==> src/sv/uti_ram.sv <==
// ----------------------------------------------------------------------------
// uti_ram
// Generic single-port RAM with registered read.
// ----------------------------------------------------------------------------
`default_nettype none
module uti_ram #(
    parameter int WIDTH = 32,
    parameter int DEPTH = 64
) (
    input  wire                     i_clk,
    input  wire                     i_we,
    input  wire [$clog2(DEPTH)-1:0] i_addr,
    input  wire [WIDTH-1:0]         i_wdata,
    output logic [WIDTH-1:0]        o_rdata
);
    logic [WIDTH-1:0] r_mem [DEPTH];

    always_ff @(posedge i_clk) begin
        if (i_we) begin
            r_mem[i_addr] <= i_wdata;
        end
        o_rdata <= r_mem[i_addr];
    end
endmodule
`default_nettype wire

==> config.mk <==
export PLATFORM = sky130hd
export DESIGN_NAME = uti_ram
export DESIGN_NICKNAME = d
export VERILOG_FILES = /design/src/sv/uti_ram.sv
export SDC_FILE = /design/constraint.sdc
export NUM_CORES = 2
export LEC_CHECK = 0
export BUFFER_PORTS_ARGS = -buffer_cell sky130_fd_sc_hd__buf_4
export CAP_MARGIN = 20
export CORE_MARGIN = 2
export CORE_UTILIZATION = 35
export CTS_BUF_LIST = sky130_fd_sc_hd__clkbuf_2 sky130_fd_sc_hd__clkbuf_4 sky130_fd_sc_hd__clkbuf_8
export CTS_CLUSTER_DIAMETER = 40
export DETAILED_ROUTE_END_ITERATION = 8
export SYNTH_ARGS = -nofsm -noshare
export SYNTH_HDL_FRONTEND = slang
export SYNTH_SLANG_ARGS = --single-unit
==> constraint.sdc <==
create_clock -name i_clk -period 4.7 [get_ports i_clk]
set_clock_uncertainty 0.2 [all_clocks]
set_input_delay 0.235 -clock i_clk [delete_from_list [all_inputs] [get_ports i_clk]]
set_output_delay 0.235 -clock i_clk [all_outputs]
set_load 0.01 [all_outputs]
# Yosys cells after proc, flatten, opt, wreduce, memory -nomap -nowiden
# Memories as Yosys holds them, arrays and structs flattened. A register that Yosys moved wholly into a read port is not among the register bits.
# Index checks and enable logic that the tools add are counted.
# classes
mux	2
# ops
cell	count
2-to-1 mux 1 bit	2
# word_totals
mem_bits_rw	2048
memories	1
ff_bits	0
wordCells	3
# memory_table
name	depth	word_bits	read_ports	rd_clocked_by_memory_dff	write_ports	line_no	source
r_mem	64	32	1	1	1	16	logic [WIDTH-1:0] r_mem [DEPTH];

# Longest topological paths before layout
# logic_depth
depth_word	2
ltp_mapped	13
ltp_nobuf	6

# Worst setup path after synthesis
# No wires, ideal clock.
# synth_path
kind	input -> register
startpoint	input port i_addr[2]
endpoint	memory r_mem[15][0] (enable)
required_time_ns	4.079
arrival_time_ns	3.053
path_stages	8
path_slack_ns	1.026
n_path_buf	6
path_cell_list	buf_2 buf_2 buf_2 buf_2 buf_2 buf_2 nand3_1 nor2_1
# synth_rtl
element	line_no	source
start: declaration	12	input wire [$clog2(DEPTH)-1:0] i_addr,
end: declaration	16	
# Straight into the memory's write port.

==> qor.yml <==
yosys:
  yosys.area_share.adder: 0
  synth_cell_type_count: 56
  syn_avg_cell_area_um2: 18.6
  yosys.area.top_type: "edfxtp_1"
  ys_seq_elements: 2080
  synth-xor-area-share: 0
  yosys.area_share.simple: 0.0281
  synth_area_um2: 78900
  synth-edff-count: 2048
  synth_top_flop_cell: "edfxtp_1"
  syn_inst: 4239
  syn_nets: 4279
  yosysSeqAreaShare: 0.787
  synth_mux_area_frac: 0.0812
  synth_top_family_by_area: "compound AO/OA/AOI/OAI gates"
  synthArstFlopShare: 0
  synth.top_cells.by_area: "edfxtp_1 (78%), mux2i_1 (3.3%), mux4_2 (2.7%)"
  synth_top_area_frac: 0.779
  yosysWarnings: 0
  synth_compound_area_frac: 0.0866
setup_path:
  crit_slowest_cell: "nor2b_4"
  crit_path_frequent_cell: "dlygate4sd3_1"
  path_buf_inv: 5
  cp_cell_sequence: "dlygate4sd3_1 > buf_8 > buf_4 > nor2b_4 > a22o_1 > nor3_1 > nor4b_1 > o21ai_0 > dlygate4sd3_1 > nand4bb_1 > dlygate4sd3_1"
  critPathMaxFanout: 55
  arrival_ns: 4.98
  start_kind: "primary input"
  rr_worst_depth: 7
  slowest_delay_ns: 0.96
  cp.depth: 11
  cp_top_family: "buffers and inverters"
  path_class: "primary input to register"
  cp.required_ns: 5.52
  cp-end-kind: "register"
placement:
  post-dp-hpwl_mm: 128
  pre_cts_ws_ns: 0.980
  io_buffer_count: 71
  place_congestion: 0.816
  dp_cells: 7220
clocking:
  htreeDepth: 5
  clock_latency_ns: 1.06
  cts_tree: "built"
  path_clk_slew_ns: 0.06
  cts-hold-fix-buffers: 45
  clockBufferDepth: 4
  cts-resized-gates: 0
  cts_setup_buffers: 0
  root_buffer: "clkbuf_8"
  cts_buffers: 346
  cts_sinks: 2080
job:
  max_cap_viol_count: 0
timing:
  tightest_slew_ns: 1.16
  min_period_over_period: 0.884
  hold_violations: 0
  finalSetupTns_ns: 0
  setup_slack_ns: 0.545
  max_freq_ghz: 0.241
  relSlewSlack: 0.225
  post-route-min-period_ns: 4.15
  finalSetupViolations: 0
  maxSlewViolCount: 0
  rsz0062_at_grt: "false"
die:
  io_pins: 72
  coreArea_um2: 224000
  initial_utilization: 0.352
  rows: 174
  die_h_um: 479
  die_area_um2: 229000
  die_w_um: 479
global_routing:
  grt_pass1_vias: 43500
  grt_max_degree: 86
  grt_overflow_total: 0
  grtUsageTotal: 0.192
  grt_pass1_wl_mm: 321
  antenna_found_initial: 9
power_and_ir_drop:
  pwr-share-comb: 0.054
  p_int_uw: 29600
  p_seq_frac: 0.540
  pwr-share-clk: 0.406
  power_density_nw_per_um2: 416
  switchingPower_uw: 8600
  power_switching_share: 0.225
  irDropWorstVdd_uv: 349
  power_leakage_uw: 0.0295
drt:
  antenna_left: 0
  drcViolationCount: 0
  vias: 44400
  routed_wl_mm: 227
  wl_per_cell_um: 28.8
  firstDrtPassIters: 6
  vias_per_cell: 5.64
  drt_iter0_drc: 5696
cells_and_area:
  n_fill_cell: 19800
  syn_to_final_growth_pct: 16.2
  drive_gt1_frac: 0.236
  final_cells: 7869
  layout.nets: 4661
worst_hold_path:
  hp-class: "primary input to register"
  hold_depth: 2
outcome:
  outcome: "finished, final reports clean"
-- cells in the final DEF, fill, tap and decap left out, drive strengths merged, types with 14 or more instances in the layout --
cell / instances
o22ai: 93
a222oi: 16
nor2: 145
nor4: 14
buf: 287
a211oi: 17
and3: 85
o21ai: 85
mux2i: 259
a21oi: 121
dlygate4sd3: 45
or4b: 14
or4: 15
mux2: 147
a2111oi: 15
o22a: 70
nand2: 28
nand3: 54
clkbuf: 479
mux4: 96
clkinv: 96
edfxtp: 2048
dfxtp: 32
a31oi: 43
a221o: 15
a22oi: 188
a22o: 66
nor3: 22
a221oi: 175
nand2b: 18
o2bb2ai: 15
-- worst register-to-register path: stages, from the launching register on --
cell and delay [ns]:
edfxtp_1 0.39, a221oi_1 0.33, o21ai_0 0.11, dlygate4sd3_1 0.57
o311ai_0 0.09, dlygate4sd3_1 0.61, nand4_1 0.08, dlygate4sd3_1 0.56
-- cells by family after synthesis --
| logic type | after synthesis |
|---|---|
| DFF | 2080 |
| AOI/OAI and AO/OA | 933 |
| muxes | 502 |
| and+or+nand+nor | 424 |
| buffers and inverters | 300 |
-- final timing paths --
path | start | end | slack, ns
worst max-delay path | i_addr[0] | o_rdata[31]$_DFF_P_ | 0.55
worst min-delay path | i_wdata[31] | r_mem[58][31]$_DFFE_PP_ | 0.11
worst max register to register | r_mem[53][0]$_DFFE_PP_ | o_rdata[0]$_DFF_P_ | 1.64
worst min register to register | r_mem[32][21]$_DFFE_PP_ | o_rdata[21]$_DFF_P_ | 0.43
-- layer usage --
metal / wire (um) / GRT usage / part of all wire
met5: 26 / 0 / 0.00011
met1: 94500 / 0.271 / 0.42
met2: 105000 / 0.300 / 0.46
met4: 7150 / 0.0646 / 0.032
met3: 19700 / 0.0365 / 0.087
-- metrics by stage --
step                      total power, uW  area [um2]   util  hold slack [ns]
after global placement              23000       84700  0.377            0.383
after floorplan                     22000       78900      -            0.134
final                               38200       91700  0.409            0.106
after detailed placement            23100       84700  0.377            0.393
after global routing                39400       91700  0.409            0.108
after CTS                           38500       91700  0.409           0.0589
-- Yosys cell counts, drive strengths merged (2+ instances only) --
master and number:
edfxtp 2048, mux2i 259, a22oi 188, a221oi 175, clkbuf 169, mux2 147, nor2 145, buf 129
a21oi 121, mux4 96, o22ai 93, and3 85, o21ai 85, o22a 70, a22o 66, nand3 54
a31oi 43, dfxtp 32, nand2 28, nor3 22, nand2b 18, a211oi 17, a222oi 16, a2111oi 15
a221o 15, o2bb2ai 15, or4 15, nor4 14, or4b 14, nor2b 8, o221ai 6, and2 5
or3 4, nand4 3, and3b 2, inv 2, nand3b 2, o311ai 2
-- sequential cells by signal (all words and copies together) (netlist names) --
register,flops
r_mem,2048
o_rdata,32
-- power groups by stage --
stage / clock network, uW / logic (uW) / registers (uW)
6_report: 15500 / 2070 / 20600
5_1_grt: 16500 / 2180 / 20600
4_1_cts: 15700 / 2080 / 20700
3_5_place_dp: 0 / 2040 / 21000
3_3_place_gp: 0 / 2010 / 21000
2_1_floorplan: 0 / 982 / 21000
-- layout make-up --
| type | instances | area, um2 | share of cell area |
|---|---|---|---|
| diodes | 9 | 22.5 | 0.000245 |
| clock buffers | 479 | 5840 | 0.0636 |
| clock inverters | 116 | 726 | 0.00791 |
| inverters | 2 | 15.0 | 0.000164 |
| multi-input cells | 1859 | 16000 | 0.175 |
| flip-flops and latches | 2080 | 62100 | 0.677 |
| well taps | 2992 | 3740 | 0.0408 |
| repair buffers | 332 | 3220 | 0.0351 |
No activity file was read; power rests on OpenSTA's default activity.
