==> src/sv/uti_pkg.sv <==
// ----------------------------------------------------------------------------
// uti_pkg
// Shared constants, types and a saturation function for the upper triangular inverse block.
// ----------------------------------------------------------------------------
`default_nettype none
package uti_pkg;
    localparam int MAX_SIZE  = 8;
    localparam int IDX_W     = 3;
    localparam int ADDR_W    = 6;
    localparam int DATA_W    = 32;
    localparam int SIZE_W    = 4;
    localparam logic [SIZE_W-1:0] SIZE_RESET = 4'd8;
    localparam logic [0:0] KIND_LOAD   = 1'b0;
    localparam logic [0:0] KIND_INVERT = 1'b1;

    typedef logic signed [DATA_W-1:0] t_word;

    function automatic t_word sat32(input logic signed [65:0] x);
        if (x > 66'sh0_7FFF_FFFF) begin
            return 32'sh7FFF_FFFF;
        end else if (x < -66'sh0_8000_0000) begin
            return 32'sh8000_0000;
        end
        return x[31:0];
    endfunction
endpackage
`default_nettype wire

==> src/sv/uti_recip.sv <==
// ----------------------------------------------------------------------------
// uti_recip
// Bit-serial reciprocal 2^32/|d|, rounded half up, signed and saturated.
// ----------------------------------------------------------------------------
`default_nettype none
module uti_recip import uti_pkg::*; (
    input  wire    i_clk,
    input  wire    i_rst_n,
    input  wire    i_start,
    input  t_word  i_d,
    output logic   o_done,
    output t_word  o_recip
);
    logic [33:0] r_num;
    logic [33:0] r_quo;
    logic [32:0] r_rem;
    logic [31:0] r_mag;
    logic        r_neg, r_busy;
    logic [5:0]  r_cnt;
    logic [31:0] w_mag;
    logic [33:0] w_trial, w_div, w_diff;
    logic        w_ge;

    // (2^33 + mag) / (2*mag) gives the round-half-up quotient
    assign w_mag   = i_d[31] ? 32'(-i_d) : 32'(i_d);
    assign w_trial = {r_rem, r_num[33]};
    assign w_div   = {1'b0, r_mag, 1'b0};
    assign w_ge    = w_trial >= w_div;
    assign w_diff  = w_trial - w_div;

    always_ff @(posedge i_clk) begin
        if (!i_rst_n) begin
            r_busy <= 1'b0;
            o_done <= 1'b0;
        end else begin
            o_done <= 1'b0;
            if (i_start) begin
                r_busy <= 1'b1;
                r_neg  <= i_d[31];
                r_mag  <= w_mag;
                r_num  <= {2'b10, w_mag};
                r_rem  <= '0;
                r_quo  <= '0;
                r_cnt  <= '0;
            end else if (r_busy) begin
                r_rem <= w_ge ? w_diff[32:0] : w_trial[32:0];
                r_num <= {r_num[32:0], 1'b0};
                r_quo <= {r_quo[32:0], w_ge};
                r_cnt <= r_cnt + 6'd1;
                if (r_cnt == 6'd33) begin
                    r_busy <= 1'b0;
                    o_done <= 1'b1;
                end
            end
        end
    end

    always_comb begin
        if (!r_neg) begin
            if (r_quo > 34'h0_7FFF_FFFF) begin
                o_recip = 32'sh7FFF_FFFF;
            end else begin
                o_recip = t_word'(r_quo[31:0]);
            end
        end else begin
            if (r_quo >= 34'h0_8000_0000) begin
                o_recip = 32'sh8000_0000;
            end else begin
                o_recip = t_word'(-r_quo[31:0]);
            end
        end
    end
endmodule
`default_nettype wire

==> config.mk <==
export PLATFORM = sky130hd
export DESIGN_NAME = uti_recip
export DESIGN_NICKNAME = d
export VERILOG_FILES = /design/src/sv/uti_pkg.sv /design/src/sv/uti_recip.sv
export SDC_FILE = /design/constraint.sdc
export NUM_CORES = 1
export LEC_CHECK = 0
export BUFFER_PORTS_ARGS = -buffer_cell sky130_fd_sc_hd__buf_4
export CORE_AREA = 2 2 175 177
export DETAILED_ROUTE_END_ITERATION = 10
export DIE_AREA = 0 0 177 179
export PLACE_DENSITY_LB_ADDON = 0.12
export SYNTH_ARGS = -nofsm -noshare
export SYNTH_HDL_FRONTEND = slang
export SYNTH_SLANG_ARGS = --single-unit
==> constraint.sdc <==
create_clock -name i_clk -period 4.7 [get_ports i_clk]
set_input_delay 0.235 -clock i_clk [delete_from_list [all_inputs] [get_ports i_clk]]
set_output_delay 0.235 -clock i_clk [all_outputs]
set_load 0.005 [all_outputs]
### After elaboration in Yosys (flattened, before gate mapping)

Cells that the tools add are included.

* input port bits: 35
* register bits: 142
* word-level logic and storage cells: 37

* add/subtract/negate cells: 4
* reduce and logical (&&, ||, !) cells: 4
* order comparisons: 3
* equal/unequal tests: 1
* bitwise gates (word level): 2
* muxes and demuxes: 14

Operator list (count)
* 32-bit two-way mux: 5
* 34-bit two-way mux: 2
* 33-bit two-way mux: 2
* 32-bit negation: 2
* 34-bit by 32-bit greater-or-equal comparator with 1-bit output (second input constant): 1
* 34-bit by 33-bit greater-or-equal comparator with 1-bit output: 1
* 34-bit by 31-bit greater-than comparator with 1-bit output (second input constant): 1
* 33-bit subtractor: 1
* 6-bit by 1-bit adder with 6-bit output (second input constant): 1
* 6-bit equality test (second input constant): 1
* 6-bit two-way mux: 1
* 1-bit two-way mux: 4
* 2-bit AND reduction: 2
* 3-bit OR reduction: 1
* 1-bit inverter: 2
* 2-bit nonzero test: 1

### Logic depth before layout (Yosys ltp)

Gate-level depths: netlist of the first run.

* depth after elaboration: 4
* gate-level depth with buffers: 14
* gate-level depth less buffers: 12

### Worst setup path before layout of the first run

No wires, ideal clock.

* path kind: input -> register
* start: in i_start
* end: reg r_cnt[0] (enable)
* stages on the path: 2
* setup slack: 1252 ps
* setup time: 475 ps
* buffers on the path: 1
* arrival: 2973 ps
* cell sequence: clkbuf_1 o21a_1

* longest elaborated chain between the ends: 2

Ends and longest elaborated chain
* start: declaration: RTL line uti_recip.sv:9 `input wire i_start,`
* 2-bit nonzero test (no source line)
* 2-bit AND reduction (no source line)
* end signal: assignment: RTL line uti_recip.sv:49 `r_cnt <= r_cnt + 6'd1;`
* end: declaration: RTL line uti_recip.sv:19 `logic [5:0] r_cnt;`

Every way passes these cells.
A chain may end at the register's enable or synchronous reset.

### Final worst setup path of the first run

* start: reg r_rem[1]
* end: reg r_rem[29], data pin

* longest elaborated chain between the ends: 3
* elaborated cells on any way between the ends: 4
* classes of those cells: 1 x add/sub; 1 x order compare; 2 x mux

Ends and longest elaborated chain
* start: declaration: RTL line uti_recip.sv:16 `logic [32:0] r_rem;`
* start signal: assignment: RTL line uti_recip.sv:46 `r_rem <= w_ge ? w_diff[32:0] : w_trial[32:0];`
* 33-bit subtractor / 34-bit by 33-bit greater-or-equal comparator with 1-bit output (equally long branches): RTL line uti_recip.sv:29, uti_recip.sv:28
* 33-bit two-way mux *: RTL line uti_recip.sv:46
* 33-bit two-way mux *: RTL line uti_recip.sv:45 `end else if (r_busy) begin`

Every way passes the cells marked *; elsewhere a longest branch is shown, timed or not. The select of a mux whose other input is x is not followed.

==> results.py, run 1 <==
metrics = {
    "status": {
        "outcome": "completed",
    },
    "clocking": {
        "htree_levels": 4,
        "post_cts_buffers": 0,
        "ctsHoldBuffers": 0,
        "clock_sinks": 142,
        "cts-resized-gates": 0,
        "cts_tree": "done",
        "root_buffer": "clkbuf_16",
        "clk_latency_ps": 420,
        "numCtsBuffers": 17,
        "cts.reportedPaths.clkPinSlew_ps": 60,
        "clk_path_buf_depth": 2,
    },
    "die": {
        "dieArea_um2": 31700,
        "chipWidth_um": 177,
        "pin_count": 68,
        "initial_core_util_pct": 29.2,
        "die_h_um": 179,
        "rows": 64,
        "core_area_um2": 30000,
    },
    "critical_path": {
        "cpMostUsedCell": "a21oi_1",
        "critPathKind": "reg2reg",
        "setup.worst_path.end_class": "flop",
        "crit_slowest_cell": "or3_2",
        "arrival_ps": 3910,
        "start_kind": "flop",
        "reg2reg_depth": 10,
        "cp_max_fo": 40,
        "worst_ep_required_time_ps": 4850,
        "cpPeakStageDelay_ps": 890,
        "path_cells": "ha_1 -> nor2b_1 -> o31a_1 -> o311a_1 -> nand3b_1 -> a21oi_1 -> a21oi_1 -> or3_2 -> mux2i_1 -> nor2_1",
    },
    "sta": {
        "tightest_slew_ps": 1090,
        "hold_viol": 0,
        "rsz0062_at_grt": "false",
        "final_max_slew_viol_count": 0,
        "fmax_ghz": 0.266,
        "clock_skew_ps": 11.1,
        "period_minus_slack_ps": 3760,
        "whs_ps": 61.7,
        "post-route-period-util_pct": 79.9,
        "setup_viol": 0,
        "tns_ps": 0,
        "slew_headroom_pct": 27.2,
    },
    "global_routing": {
        "grt_pass1_wl_um": 35300,
        "overflow": 0,
        "grt_usage_pct": 14.2,
        "grt_pass1_vias": 6439,
        "antenna_found_initial": 0,
        "grt_max_degree": 65,
    },
    "synth": {
        "synth_area_um2": 8780,
        "postSynthAreaPerCell_um2": 10.5,
        "async_flop_share_pct": 0,
        "synth.distinct_cells": 55,
        "syn_inst": 836,
        "ys_warn_count": 0,
        "yosys_register_bits": 142,
        "synth.most_common_cell": "edfxtp_1",
        "ys_seq_area_share_pct": 48.4,
        "yosys.area.top_type": "edfxtp_1",
        "synth_edf_count": 140,
        "synth_common_cells": "edfxtp_1, nor2_1, nand2_1",
        "synth-main-ff-cell": "edfxtp_1",
        "synth.area.top_cells": "edfxtp_1, ha_1, xnor2_1",
        "synth_top_area_share_pct": 47.9,
        "syn_nets": 908,
    },
    "hold_path": {
        "min_path_cells": 3,
        "min_path_type": "in2reg",
    },
    "final_layout": {
        "layout-drive-gt1-share_pct": 16.6,
        "seq_area_um2": 4240,
        "post-route-util_pct": 34.1,
        "final_nets": 964,
        "multi_input_area_um2": 4230,
        "area_growth_pct": 16.6,
        "fillCellCount": 3045,
        "n_antenna_cell": 0,
    },
    "detailed_routing": {
        "initialDrtViolationCount": 322,
        "drt_first_pass_iters": 5,
        "route.detailed.drc": 0,
        "routed_wl_um": 21800,
        "routed_via_density": 4.88,
        "wl_per_cell_um": 16.7,
        "ant_nets": 0,
        "vias": 6343,
    },
    "place": {
        "hpwl_um": 14800,
        "port_buffers": 67,
        "gp_congestion": 0.773,
    },
    "power_and_ir_drop": {
        "leakage_uw": 0.00392,
        "power.density_nw_per_um2": 359,
        "vdd_drop_max_v": 0.000217,
    },
    "flow_run": {
        "drv_cap": 0,
    },
}
-- layer usage --
layer	wire length, um	vias to the layer above	track usage (%)
li1	-	3187	-
met1	10700	3060	19.3
met2	10100	87	23.2
met3	777	9	3.05
met4	154	0	3.10
met5	0	-	0
-- kinds of logic after synthesis --
family                   Yosys count  synth area share [%]
AND/OR/NAND/NOR                  277                  15.6
adder cells (fa/ha/maj)           37                  5.36
multiplexers                      57                  6.99
buffers and inverters             82                  3.51
AO/OA/AOI/OAI                    175                  13.6
XOR/XNOR                          66                  6.59
flip-flops                       142                  48.4
-- path summary, 6_finish.rpt --
kind,start,end,slack (ps)
worst min-delay path,i_rst_n,o_done$_SDFF_PP0_,60
worst max register to register,r_rem[1]$_SDFFCE_PP0P_,r_rem[29]$_SDFFCE_PP0P_,940
worst min register to register,r_busy$_SDFF_PN0_,o_done$_SDFF_PP0_,450
worst max-delay path,r_rem[1]$_SDFFCE_PP0P_,r_rem[29]$_SDFFCE_PP0P_,940
-- state kept, by name, indices dropped and copies added, names as in the netlist --
signal	flops
r_num	34
r_cnt	6
r_quo	34
o_done	1
r_mag	32
r_neg	1
r_busy	1
r_rem	33
-- worst max-delay path, delay by kind of cell (launching register included) --
| kind | cells | cell delay, ps |
|---|---|---|
| fa+ha+maj | 1 | 320 |
| flops | 1 | 410 |
| simple gates | 4 | 1350 |
| compound gates | 4 | 1070 |
| mux | 1 | 330 |
-- layout make-up --
type	instances	area share (%)
Timing Repair Buffer	74	5.43
Inverter	45	1.65
Clock inverter	12	0.880
Tap cell	396	4.84
Clock buffer	20	4.36
Multi-Input combinational cell	612	41.4
Sequential cell	142	41.5
-- power breakdown --
group	leakage [uW]	switching, uW	total (uW)	internal, uW
Sequential	0.00136	56.0	1580	1530
Combinational	0.00230	464	829	365
Clock	0.000257	566	1260	692
-- cell usage in the layout, fill, tap and decap left out, types with 30 or more instances in the layout --
master / instances
edfxtp_1: 140
nor2_1: 83
buf_4: 74
nand2_1: 64
inv_1: 45
xnor2_1: 45
o21ai_0: 45
nor2b_1: 39
a21oi_1: 36
ha_1: 36
mux2_2: 30
-- through the flow --
| stage | instances | power, uW | setup slack, ps | instance area, um^2 |
|---|---|---|---|---|
| floorplan | 836 | 2200 | 1250 | 8780 |
| global placement | 1269 | 2450 | 1040 | 9700 |
| finish | 1301 | 3670 | 943 | 10200 |
| global route | 1301 | 3880 | 646 | 10200 |
| CTS | 1301 | 3730 | 911 | 10200 |
| detailed placement | 1269 | 2440 | 920 | 9700 |
Note: power is estimated with default switching activity, not from simulation.
==> run 2: changes to the inputs <==
--- a/config.mk
+++ b/config.mk
@@ -5,10 +5,11 @@
 export SDC_FILE = /design/constraint.sdc
 export NUM_CORES = 1
 export LEC_CHECK = 0
+export ABC_AREA = 1
 export BUFFER_PORTS_ARGS = -buffer_cell sky130_fd_sc_hd__buf_4
-export CORE_AREA = 2 2 175 177
+export CORE_AREA = 2 2 188 190
 export DETAILED_ROUTE_END_ITERATION = 10
-export DIE_AREA = 0 0 177 179
+export DIE_AREA = 0 0 190 192
 export PLACE_DENSITY_LB_ADDON = 0.12
 export SYNTH_ARGS = -nofsm -noshare
 export SYNTH_HDL_FRONTEND = slang
==> constraint.sdc (replaced) <==
create_clock -name i_clk -period 3.25 [get_ports i_clk]
set_input_delay 0.1625 -clock i_clk [delete_from_list [all_inputs] [get_ports i_clk]]
set_output_delay 0.1625 -clock i_clk [all_outputs]
set_load 0.005 [all_outputs]
==> run 2 against run 1 <==
  * First-iteration DRC count increased by 57%
  * Synthesized cell count increased by 65%
  * Power increased by 69%
  * Routed wire length increased by 33%
  * Sequential power increased by 49%
  * Synthesized area increased by 17%
  * Sequential share of layout area decreased by 5.7 points
  * Non-clock buffer count increased by 6
  * Critical path depth increased by 1
==> results.py, run 2 <==
metrics = {
    "global_routing": {
        "grt_pass1_vias": 8534,
        "grt_pass1_wl_um": 46600,
        "grt_usage_pct": 16.5,
        "grt_max_degree": 47,
        "overflow": 0,
        "antenna_found_initial": 0,
    },
    "detailed_routing": {
        "wl_per_cell_um": 15.1,
        "route.detailed.drc": 0,
        "vias": 8634,
        "ant_nets": 0,
        "drt_first_pass_iters": 5,
        "routed_via_density": 4.51,
        "initialDrtViolationCount": 507,
        "routed_wl_um": 29000,
    },
    "hold_path": {
        "hold_start": "i_d[2]",
        "min_path_type": "in2reg",
    },
    "synth": {
        "yosys.area.top_type": "edfxtp_1",
        "postSynthAreaPerCell_um2": 7.42,
        "synth_common_cells": "nand2_1, inv_1, nor2_1, edfxtp_1, nand3_1",
        "syn_inst": 1381,
        "synth.distinct_cells": 44,
        "synth_top_area_share_pct": 41.0,
        "synth_area_um2": 10200,
        "synth-main-ff-cell": "edfxtp_1",
        "ys_warn_count": 0,
        "syn_nets": 1453,
        "yosys_register_bits": 142,
        "async_flop_share_pct": 0,
        "ys_seq_area_share_pct": 41.4,
        "synth_edf_count": 140,
        "synth.most_common_cell": "nand2_1",
        "synth.area.top_cells": "edfxtp_1, nand2_1, inv_1",
    },
    "die": {
        "dieArea_um2": 36500,
        "initial_core_util_pct": 29.9,
        "rows": 68,
        "chipWidth_um": 190,
        "core_area_um2": 34300,
        "die_h_um": 192,
        "pin_count": 68,
    },
    "place": {
        "dp_cells": 1881,
        "hpwl_um": 22200,
        "gp_congestion": 0.830,
        "port_buffers": 67,
    },
    "final_layout": {
        "layout-drive-gt1-share_pct": 12.7,
        "final_nets": 1518,
        "area_growth_pct": 15.9,
        "n_antenna_cell": 0,
        "final_common_cell": "nand2_1",
        "stdcell_count": 1914,
        "mostFrequentLayoutCells": "nand2_1, inv_1, nor2_1",
        "largest_registers": "r_num (34), r_quo (34), r_rem (33)",
    },
    "critical_path": {
        "worst_ep_required_time_ps": 3090,
        "ff2ff_setup_slack_ps": 590,
        "arrival_ps": 2710,
        "critPathLaunch": "r_quo[0]$_SDFFCE_PP0P_",
        "start_kind": "flop",
        "cp_max_fo": 3,
        "critPathKind": "reg2out",
        "reg2reg_depth": 12,
        "endpoint": "o_recip[24]",
        "rr_startpoint": "r_rem[22]$_SDFFCE_PP0P_",
        "setup.worst_path.end_class": "primary output",
        "r2r-end": "r_rem[17]$_SDFFCE_PP0P_",
    },
    "power_and_ir_drop": {
        "power.density_nw_per_um2": 522,
        "leakage_uw": 0.00563,
        "vdd_drop_max_v": 0.000266,
        "totalPowerFinal_uw": 6210,
    },
    "clocking": {
        "post_cts_buffers": 0,
        "clock_sinks": 142,
        "htree_levels": 4,
        "root_buffer": "clkbuf_16",
        "clk_path_buf_depth": 2,
        "cts.reportedPaths.clkPinSlew_ps": 60,
        "clk_latency_ps": 430,
        "cts_tree": "done",
        "numCtsBuffers": 17,
    },
    "flow_run": {
        "drv_cap": 0,
    },
    "sta": {
        "period_minus_slack_ps": 2880,
        "clock_skew_ps": 12.1,
        "rsz0062_at_grt": "false",
        "slew_headroom_pct": 51.3,
        "whs_ps": 41.3,
        "tns_ps": 0,
        "final_max_slew_viol_count": 0,
        "setup_viol": 0,
        "post-route-period-util_pct": 88.5,
        "hold_viol": 0,
        "tightest_slew_ps": 730,
        "fmax_ghz": 0.348,
    },
    "status": {
        "outcome": "completed",
    },
}
run 2: cell types whose count changed in the layout (fill, tap and decap cells not counted), moves of 30 or more:
cell | previous run | this run
mux2_2 | 30 | 0
nand2_1 | 64 | 412
inv_1 | 45 | 204
xnor2_1 | 45 | 5
xor2_1 | 21 | 51
nor2b_1 | 39 | 0
nand3_1 | 14 | 75
nor2_1 | 83 | 195
run 2: area by class of cell:
class	count	area (um^2)
clock buffer	22	464
clock inverter	10	139
fill	3685	22400
inverter	218	818
multi-input combinational	987	5020
sequential	142	4240
tap	455	569
timing repair buffer	80	628
run 2: worst max-delay path, cell delays in order (launching register included):
cell and delay (ps):
edfxtp_1 420, inv_1 120, ha_1 200, nand3_1 170, nor2_1 200, nand2_1 70
nor2_1 270, nand3_1 180, o21ai_0 180, nand3_1 90, o21ai_1 220, buf_4 160
run 2: layer usage:
| layer | share of wire [%] | track usage (%) | up-vias |
|---|---|---|---|
| met4 | 1.2 | 4.14 | 0 |
| met1 | 53 | 24.4 | 3997 |
| li1 | - | - | 4510 |
| met5 | 0 | 0 | - |
| met2 | 43 | 25.0 | 109 |
| met3 | 2.5 | 2.32 | 18 |
run 2: power by group:
group          internal, uW  switching [uW]  total (uW)
Combinational           617            1190        1810
Clock                  1250             795        2040
Sequential             2260            93.4        2350
Total                  4130            2080        6210
run 2: metrics by stage:
| stage | setup slack [ps] | utilization (%) | instance area (um^2) |
|---|---|---|---|
| finish | 374 | 34.7 | 11900 |
| global route | 32.7 | 34.7 | 11900 |
| CTS | 203 | 34.7 | 11900 |
| detailed placement | 612 | 32.9 | 11300 |
| global placement | 622 | 32.9 | 11300 |
| floorplan | 162 | - | 10200 |
run 2: logic make-up (layout without fill, tap and decap cells):
kind of cell / after synthesis / in the layout / synth area share [%]
buffers and inverters: 252 / 330 / 9.70
AOI/OAI and AO/OA: 93 / 93 / 5.07
and+or+nand+nor: 801 / 801 / 34.4
adders and majority gates: 37 / 37 / 4.59
DFF: 142 / 142 / 41.4
xor gates and xnor gates: 56 / 56 / 4.79
run 2: timing repair:
item | 4_1_cts | 5_1_grt
hold endpoints to repair | 1 | 0
gates resized for setup | 0 | 1
hold buffers | 1 | 0
setup endpoints to repair | 0 | 1
run 2: how the worst min path moves through the flow:
stage	endpoint	slack, ps	cells after the start
3_5_place_dp	r_mag[0]$_DFFE_PP_	410	1
3_3_place_gp	r_mag[0]$_DFFE_PP_	420	1
2_1_floorplan	r_mag[0]$_DFFE_PP_	260	0
4_1_cts	r_mag[2]$_DFFE_PP_	20	3
5_1_grt	r_mag[2]$_DFFE_PP_	40	3
6_report	r_mag[2]$_DFFE_PP_	40	3
==> run 3: changes to the inputs <==
--- a/config.mk
+++ b/config.mk
@@ -10,6 +10,7 @@
 export CORE_AREA = 2 2 188 190
 export DETAILED_ROUTE_END_ITERATION = 10
 export DIE_AREA = 0 0 190 192
+export GPL_TIMING_DRIVEN = 0
 export PLACE_DENSITY_LB_ADDON = 0.12
 export SYNTH_ARGS = -nofsm -noshare
 export SYNTH_HDL_FRONTEND = slang
==> run 3 against run 2 <==
  * Design area is 0.63% higher
  * Sequential power is essentially flat
  * Via count is 2.3% higher
  * Power fell by 2.2%
  * First-iteration DRC count increased by 5.9%
  * Critical path type unchanged
  * Combinational power hardly changed
  * Largest power group unchanged
  * Maximum frequency fell by 2.7%
  * Clock skew fell by 2.4 ps
  * Die area is the same
==> results.py, run 3 (synthesized netlist as in run 2, its figures left out) <==
metrics = {
    "status": {
        "outcome": "completed",
    },
    "sta": {
        "whs_ps": 74.4,
        "clock_skew_ps": 9.76,
        "rsz0062_at_grt": "false",
        "fmax_ghz": 0.338,
        "tightest_slew_ps": 845,
        "tns_ps": 0,
        "slew_headroom_pct": 43.7,
        "hold_viol": 0,
        "worst_slack_ps": 293,
        "setup_viol": 0,
        "final_max_slew_viol_count": 0,
        "post-route-period-util_pct": 91.0,
        "period_minus_slack_ps": 2960,
    },
    "die": {
        "initial_core_util_pct": 29.9,
        "rows": 68,
        "die_h_um": 192,
        "core_area_um2": 34300,
        "chipWidth_um": 190,
        "pin_count": 68,
        "dieArea_um2": 36500,
    },
    "power_and_ir_drop": {
        "p_sw_share_pct": 34.5,
        "leakage_uw": 0.00565,
        "power.switching_uw": 2100,
        "power.density_nw_per_um2": 508,
        "power.internal_uw": 3970,
        "power_frac_clock_pct": 31.2,
        "p_comb_share_pct": 30.0,
        "vdd_drop_max_v": 0.000361,
        "p_seq_share_pct": 38.7,
    },
    "critical_path": {
        "start_kind": "flop",
        "critPathKind": "reg2out",
        "arrival_ps": 2790,
        "cp_max_fo": 3,
        "worst_ep_required_time_ps": 3090,
        "setup.worst_path.end_class": "primary output",
    },
    "place": {
        "dp_cells": 1904,
        "place_ws_ps": 655,
        "port_buffers": 67,
        "placed_area_um2": 11400,
        "gp_congestion": 0.882,
        "hpwl_um": 23500,
    },
    "global_routing": {
        "overflow": 0,
        "grt_pass1_vias": 8443,
        "grt_usage_pct": 16.9,
        "antenna_found_initial": 0,
        "grt_pass1_wl_um": 47200,
        "grt_max_degree": 56,
    },
    "clocking": {
        "root_buffer": "clkbuf_16",
        "clk_path_buf_depth": 2,
        "clock_sinks": 142,
        "cts_tree": "done",
        "numCtsBuffers": 17,
        "htree_levels": 4,
        "cts.reportedPaths.clkPinSlew_ps": 60,
        "clk_latency_ps": 430,
    },
    "final_layout": {
        "mostFrequentLayoutCells": "nand2_1, inv_1, nor2_1",
        "fin_area_um2": 12000,
        "layout-drive-gt1-share_pct": 12.7,
        "largest_registers": "r_num (34), r_quo (34), r_rem (33)",
        "area_growth_pct": 16.7,
        "n_antenna_cell": 0,
        "final_common_cell": "nand2_1",
        "final_nets": 1543,
        "stdcell_count": 1939,
    },
    "detailed_routing": {
        "drt_first_pass_iters": 6,
        "initialDrtViolationCount": 537,
        "vias": 8830,
        "wl_per_cell_um": 15.4,
        "route.detailed.drc": 0,
        "ant_nets": 0,
        "routed_wl_um": 29800,
        "routed_via_density": 4.55,
    },
    "flow_run": {
        "drv_cap": 0,
    },
    "hold_path": {
        "min_path_type": "in2reg",
    },
}
==> run 3: changes by cell type in the layout (fill, tap and decap cells not counted), sizes merged, moves of 2 or more <==
cell	before	now
bufinv	3	1
buf	79	84
clkinv	7	9
clkbuf	22	39
==> run 3: power by group through the flow <==
stage	sequential (uW)	combinational [uW]	clock [uW]
detailed placement	2390	1830	0
global route	2370	2070	2030
CTS	2350	1840	1950
global placement	2410	1820	0
floorplan	2370	1290	0
finish	2350	1820	1900
==> run 3: per-stage QoR <==
step | total power [uW] | util [%]
2_1_floorplan | 3650 | -
6_report | 6070 | 34.9
3_5_place_dp | 4220 | 33.1
4_1_cts | 6140 | 34.8
3_3_place_gp | 4230 | 33.0
5_1_grt | 6470 | 34.9
==> run 3: worst max-delay path: stages, from the launching register on <==
cell      delay [ps]
edfxtp_1         430
inv_1            120
ha_1             190
nand3_1          170
nor2_1           220
nand2_1           70
nor2_1           240
nand3_1          200
o21ai_0          210
nand3_1           90
o21ai_1          260
buf_4            170
==> run 3: area by class of cell <==
type,instances,area (um^2)
fill,3771,22300
clock buffer,20,447
timing repair buffer,71,571
inverter,218,818
multi-input combinational,987,5020
buffer,34,176
clock inverter,12,113
tap,455,569
sequential,142,4240
==> run 3: what timing repair did <==
action,in CTS,in global routing
resized for setup,0,1
hold buffers,2,0
setup buffers,0,0
setup endpoints to repair,0,1
hold endpoints to repair,2,0
==> run 3: final timing paths <==
kind	slack (ps)	depth (start not counted)	from	end
max	290	11	r_quo[0]$_SDFFCE_PP0P_	o_recip[24]
min reg2reg	520	2	r_num[24]$_DFFE_PP_	r_num[25]$_DFFE_PP_
min	70	3	i_d[2]	r_mag[2]$_DFFE_PP_
max reg2reg	720	10	r_mag[0]$_DFFE_PP_	r_rem[29]$_SDFFCE_PP0P_
==> run 3: metal layers <==
metal	GRT usage, %	part of all wire [%]	vias to the layer above
li1	-	-	4569
met1	24.3	51	4089
met2	26.4	44	147
met3	2.27	3.3	25
met4	4.86	1.5	0
met5	0	0	-
